### config.mk
export PLATFORM = sky130hd
export DESIGN_NAME = l1c_ctrl
export DESIGN_NICKNAME = d
export VERILOG_FILES = /design/src/rtl/core/l1c_pkg.sv /design/src/rtl/core/l1c_ctrl.sv
export SDC_FILE = /design/constraint.sdc
export NUM_CORES = 1
export LEC_CHECK = 0
export ABC_AREA = 1
export BUFFER_PORTS_ARGS = -buffer_cell sky130_fd_sc_hd__buf_2
export CELL_PAD_IN_SITES_DETAIL_PLACEMENT = 0
export CELL_PAD_IN_SITES_GLOBAL_PLACEMENT = 2
export CORE_UTILIZATION = 17
export CTS_CLUSTER_SIZE = 20
export DETAILED_ROUTE_END_ITERATION = 7
export GPL_TIMING_DRIVEN = 0
export HOLD_SLACK_MARGIN = 0.08
export PLACE_DENSITY_LB_ADDON = 0.3
export SETUP_SLACK_MARGIN = 0.2
export SLEW_MARGIN = 20
export SYNTH_ARGS = -nofsm -noshare
export SYNTH_HDL_FRONTEND = slang
export SYNTH_SLANG_ARGS = --single-unit
### constraint.sdc
create_clock -name i_clk -period 0.95 [get_ports i_clk]
set_input_delay 0.0475 -clock i_clk [delete_from_list [all_inputs] [get_ports i_clk]]
set_output_delay 0.0475 -clock i_clk [all_outputs]
set_load 0.05 [all_outputs]
### src/rtl/core/l1c_pkg.sv
`default_nettype none
package l1c_pkg;

    localparam int SET_COUNT_DEF = 16384;
    localparam int DATA_WAYS_DEF = 8;
    localparam int INST_WAYS_DEF = 4;

    localparam int OP_W     = 3;
    localparam int ADDR_W   = 32;
    localparam int TAG_W    = 12;
    localparam int TAG_LSB  = 20;
    localparam int SET_LSB  = 6;
    localparam int LINE_W   = 26;
    localparam int FK_W     = 2;
    localparam int STATUS_W = 2;
    localparam int CNT_W    = 32;

    localparam logic [OP_W-1:0] OP_DREAD  = 3'd0;
    localparam logic [OP_W-1:0] OP_DWRITE = 3'd1;
    localparam logic [OP_W-1:0] OP_IFETCH = 3'd2;
    localparam logic [OP_W-1:0] OP_SNINV  = 3'd3;
    localparam logic [OP_W-1:0] OP_SNRFO  = 3'd4;
    localparam logic [OP_W-1:0] OP_CLEAR  = 3'd5;

    localparam logic [FK_W-1:0] FK_NONE = 2'd0;
    localparam logic [FK_W-1:0] FK_READ = 2'd1;
    localparam logic [FK_W-1:0] FK_RFO  = 2'd2;

    localparam logic [STATUS_W-1:0] STATUS_OK     = 2'd0;
    localparam logic [STATUS_W-1:0] STATUS_NOT_S  = 2'd1;
    localparam logic [STATUS_W-1:0] STATUS_BAD_OP = 2'd2;

    typedef enum logic [1:0] {
        MESI_I = 2'd0,
        MESI_M = 2'd1,
        MESI_E = 2'd2,
        MESI_S = 2'd3
    } t_mesi;

    typedef enum logic [2:0] {
        S_SWEEP_RST,
        S_IDLE,
        S_UPDATE,
        S_SWEEP_CLR,
        S_CLR_REPORT
    } t_state;

    typedef struct packed {
        logic read;
        logic commit;
        logic sweep;
        logic clr_cnt;
    } t_dp_cmd;

    typedef struct packed {
        logic sweep_done;
        logic out_free;
    } t_dp_status;

endpackage
`default_nettype wire

### src/rtl/core/l1c_ctrl.sv
`default_nettype none
module l1c_ctrl import l1c_pkg::*; (
    input  wire logic            i_clk,
    input  wire logic            i_rst_n,
    input  wire logic            i_in_valid,
    input  wire logic [OP_W-1:0] i_op,
    output logic                 o_in_ready,
    input  wire t_dp_status      i_status,
    output t_dp_cmd              o_cmd
);

    t_state r_state, n_state;
    logic   w_accept;

    assign w_accept = i_in_valid && o_in_ready;

    always_ff @(posedge i_clk) begin
        if (!i_rst_n) begin
            r_state <= S_SWEEP_RST;
        end else begin
            r_state <= n_state;
        end
    end

    always_comb begin
        n_state = r_state;
        case (r_state)
            S_SWEEP_RST: begin
                if (i_status.sweep_done) n_state = S_IDLE;
            end
            S_IDLE: begin
                if (i_in_valid) n_state = (i_op == OP_CLEAR) ? S_SWEEP_CLR : S_UPDATE;
            end
            S_UPDATE: begin
                if (i_status.out_free) n_state = S_IDLE;
            end
            S_SWEEP_CLR: begin
                if (i_status.sweep_done) n_state = S_CLR_REPORT;
            end
            S_CLR_REPORT: begin
                if (i_status.out_free) n_state = S_IDLE;
            end
            default: n_state = S_SWEEP_RST;
        endcase
    end

    always_comb begin
        o_in_ready    = 1'b0;
        o_cmd         = '0;
        case (r_state)
            S_SWEEP_RST: begin
                o_cmd.sweep = 1'b1;
            end
            S_IDLE: begin
                o_in_ready    = 1'b1;
                o_cmd.read    = i_in_valid;
                o_cmd.clr_cnt = i_in_valid && (i_op == OP_CLEAR);
            end
            S_UPDATE, S_CLR_REPORT: begin
                o_cmd.commit = i_status.out_free;
            end
            S_SWEEP_CLR: begin
                o_cmd.sweep = 1'b1;
            end
            default: begin
                o_cmd = '0;
            end
        endcase
    end

    a_clear_sweeps: assert property (@(posedge i_clk) disable iff (!i_rst_n)
        (w_accept && i_op == OP_CLEAR) |=> (r_state == S_SWEEP_CLR))
        else $error("clear request did not start a sweep");

    a_no_accept_in_sweep: assert property (@(posedge i_clk) disable iff (!i_rst_n)
        o_cmd.sweep |-> !o_in_ready)
        else $error("request taken during sweep");

endmodule
`default_nettype wire

== Yosys cells after proc, flatten, opt, wreduce, memory -nomap -nowiden ==
Index checks and enable logic that the tools add are counted.

* Register bits after elaboration: 3
* Input bits: 8
* Output and inout port bits: 5

* Reduce and logical (&&, ||, !) cells: 5
* Equality and inequality tests: 9
* Multiplexer cells: 11

{| class="wikitable"
|+ Operator list
! operator !! count
|-
| 2-to-1 mux 3 bit || 4
|-
| one-hot mux 3 bit (4 select lines) || 1
|-
| equality test 3 x 2 -> 1 bit, second input constant || 2
|-
| equality test 3 bit, second input constant || 2
|-
| 2-to-1 mux 1 bit || 6
|-
| inequality test 2 bit, second input constant || 3
|-
| AND reduction 4 bit || 1
|-
| OR reduction 2 bit || 2
|-
| equality test 3 x 1 -> 1 bit, second input constant || 1
|-
| logical NOT 3 bit || 1
|-
| inequality test 2 x 1 -> 1 bit, second input constant || 1
|-
| logical AND 1 bit || 1
|}

== Logic depth before layout (Yosys ltp) ==
* Depth after elaboration: 4
* Depth in mapped cells: 8

== Worst setup path after synthesis ==
No wires, ideal clock.

* Path type: register to output
* Start: register r_state[0]
* End: output port o_cmd[0] (netlist bit)
* Path buffers: 0
* Path slack: -1.235 ns
* Required time: 0.902 ns
* Arrival: 2.137 ns
* Stages on the path, launching flop included: 5
* Path through: dfxtp_1 nand2_2 nor2_2 inv_2 nor3_1

{| class="wikitable"
|+ RTL lines
! element !! line !! source
|-
| start, declared || l1c_ctrl.sv:12 || <nowiki>t_state r_state, n_state;</nowiki>
|-
| start signal, assigned || l1c_ctrl.sv:21 || <nowiki>r_state <= n_state;</nowiki>
|-
| end, declared || l1c_ctrl.sv:9 || <nowiki>output t_dp_cmd o_cmd</nowiki>
|}

==> impl_results.md <==
* Largest regs: r_state x3
* Status: complete, but fails checks
* Leak Pwr at 0.267 nW
* Fill count at around 150
* Worst Hold Class: input pin to flip-flop
* Crit share post-route at 1.26
* F_max at 0.839 GHz
* Setup Viol. Count Final at 8
* CTS tree: done
* Clock transition at path regs at around 0.04 ns
* RSZ-0062 raised after global routing: true
* Hold depth at 5
* Non-Filler Instances at 83
* Critical R2R Capture: r_state[2]
* Cell taking the most area after synthesis: dfxtp_1
* Die Wd at 41.6 µm
* MaxCap Viol Count at 0
* Worst R2R Path Depth at 9
* Total Power at 0.00221 W
* Register area share after synthesis at 0.225
* CP Cell Sequence: inv_4, nand2_4, nor2_4, inv_4, nor3_4, buf_6
* GPL Wtd Cong at 0.711
* Post-synthesis net count at 51
* CP Capture Type: output pin
* Final Cell Area at 543 µm²
* H-tree levels at 1
* Largest net degree at the start of global routing at 6
* WP data required at roughly 0.9 ns
* Post-DRT Antenna Nets at 0
* Clock root buffer: clkbuf_4
* Worst reg2reg setup slack at -0.21 ns
* I/O Buffers at 12
* Crit Path Max Fanout at 4
* Clock Path Buffers at 2
* Hold_sp: i_status[1]
* Post-detail-place hpwl at between 500 and 600 µm
* Slowest CP cell: dfxtp_2
* Fin worst setup slack at -0.242 ns
* Setup TNS at -1.65 ns
* Register bank with the most flops: r_state
* Layout Skew at 0.00226 ns
* Slew margin rel. at 0.854
* Peak supply drop at about 1400 µV
* Worst endpoint data arrival time at 1.14 ns
* Ports at 13
* Placed instance count at 70
* Syn_area_per_cell at 6.20 µm²
* RR Startpoint: r_state[0]
* Die ar. at 0.00173 mm²
* Final hold vios at 0
* CP max stage delay at 0.32 ns
* Via density at 4.10
* Starting Density at 0.193
* Vias in the first global route at ~340
* Nets at 77
* Max reg flops at 3
* Detailed Route WL at ~740 µm
* Post-synth top area share at 0.225
* Setup crit start kind: flip-flop
* CP most frequent cell: inv_4
* Synthesis-stage register bit count at 3
* FP Rows at 13
* CTS Buf Count at 3
* Avg WL per Cell at 8.90 µm
* 1st-pass router iterations at 2
* DRC at 0
* Skew-Pair Late Insertion Delay at 0.23 ns
* Gr usage total at 0.102
* Grt ovf at 0
* Syn-to-layout area delta at 104%
* Fin crit period at 1.19 ns
* Post-synthesis cell area at 267 µm²
* Area after DPL at 393 µm²
* PD cells at 4070 mW/mm²
* Max-slew violation count at 0
* Setup Crit Path Kind: flip-flop to output pin
* CTS sink count at 3
* Placeable Area at about 0.0014 mm²
* Global-route wire length before repair at 1.35 mm
* Final core occ at 0.393
* Yosys warns at 0
* N_diodes at 0
* Worst Hold End: r_state[1]
* Failing checks: negative setup slack
* Routed via count at 340
* Cell variety after synth at 15
* Area contributors post-synth: dfxtp_1 (23%), nand2_1 (14%), nand3_2 (11%)
* Share of layout cells above drive strength 1 at 0.706
* Initial DRC Count at 6
* Initial antenna violation count at 0
* DIE HEIGHT at 41.6 µm
* Syn Inst Count at 43
* Worst Tran Pin Value at approximately 0.22 ns
==> cell usage after synthesis (all sizes together) <==
| master | number |
|---|---|
| inv | 7 |
| nor2 | 9 |
| o21ai | 4 |
| nand3 | 3 |
| nor3 | 1 |
| nand3b | 1 |
| dfxtp | 3 |
| a21oi | 2 |
| nand2 | 13 |
==> worst max path at each step <==
stage                           from         end
after floorplan           r_state[2]  r_state[1]
after global placement    r_state[1]  r_state[0]
after detailed placement  r_state[1]  r_state[0]
after CTS                 r_state[1]    o_cmd[2]
after global routing      r_state[2]    o_cmd[0]
final                     r_state[2]    o_cmd[0]
==> cell type report <==
cell class,instances,area (µm²),area share
Timing Repair Buffer,21,169,0.311
Clock buffer,4,26.3,0.0484
Tap cell,15,18.8,0.0346
Inverter,7,31.3,0.0576
Multi-Input combinational cell,33,231,0.426
Sequential cell,3,66.3,0.122
==> worst max-delay path: cells and delay by family (launching register included) <==
family | cells | cell delay [ns]
flip-flops | 1 | 0.32
buffers and inverters | 3 | 0.31
AND/OR/NAND/NOR | 3 | 0.28
==> routing by layer <==
metal | routed length [µm] | part of all wire | track usage | vias up
li1 | - | - | - | 184
met1 | 319 | 0.43 | 0.120 | 148
met2 | 396 | 0.54 | 0.163 | 8
met3 | 24 | 0.032 | 0.0174 | 0
met4 | 0 | 0 | 0.0774 | 0
met5 | 0 | 0 | 0 | -
==> where the power goes <==
part           internal, W  switching (W)
sequential        0.000208      0.0000903
combinational     0.000711       0.000982
clock             0.000157      0.0000638
==> through the flow <==
stage | hold WS, ns | setup slack (ns)
after floorplan | 0.158 | -0.457
after global placement | 0.301 | -0.208
after detailed placement | 0.298 | -0.205
after CTS | 0.230 | -0.255
after global routing | 0.244 | -0.316
final | 0.237 | -0.242
==> layout by cell type, fill, tap and decap left out, types with 3 or more instances in the layout <==
cell | netlist | layout
nor2_4 | 1 | 3
nand2_1 | 10 | 8
buf_6 | 0 | 3
nor2_1 | 7 | 5
clkbuf_4 | 0 | 3
nand2_2 | 3 | 4
nand3_2 | 3 | 3
buf_4 | 0 | 8
inv_2 | 4 | 3
buf_2 | 0 | 7
==> repair_timing <==
action,4_1_cts,5_1_grt
pin swaps,1,1
setup buffers,6,2
endpoints found under the setup margin,8,8
hold buffers,1,0
endpoints found under the hold margin,3,0
gates resized for setup,15,3
==> cells by family (layout without fill, tap and decap cells) <==
group,count (synthesis),in the layout,synth area share
and+or+nand+nor,27,27,0.549
AOI/OAI and AO/OA,6,6,0.127
buffers and inverters,7,32,0.0986
DFF,3,3,0.225
Note: power is estimated with default switching activity, not from simulation.
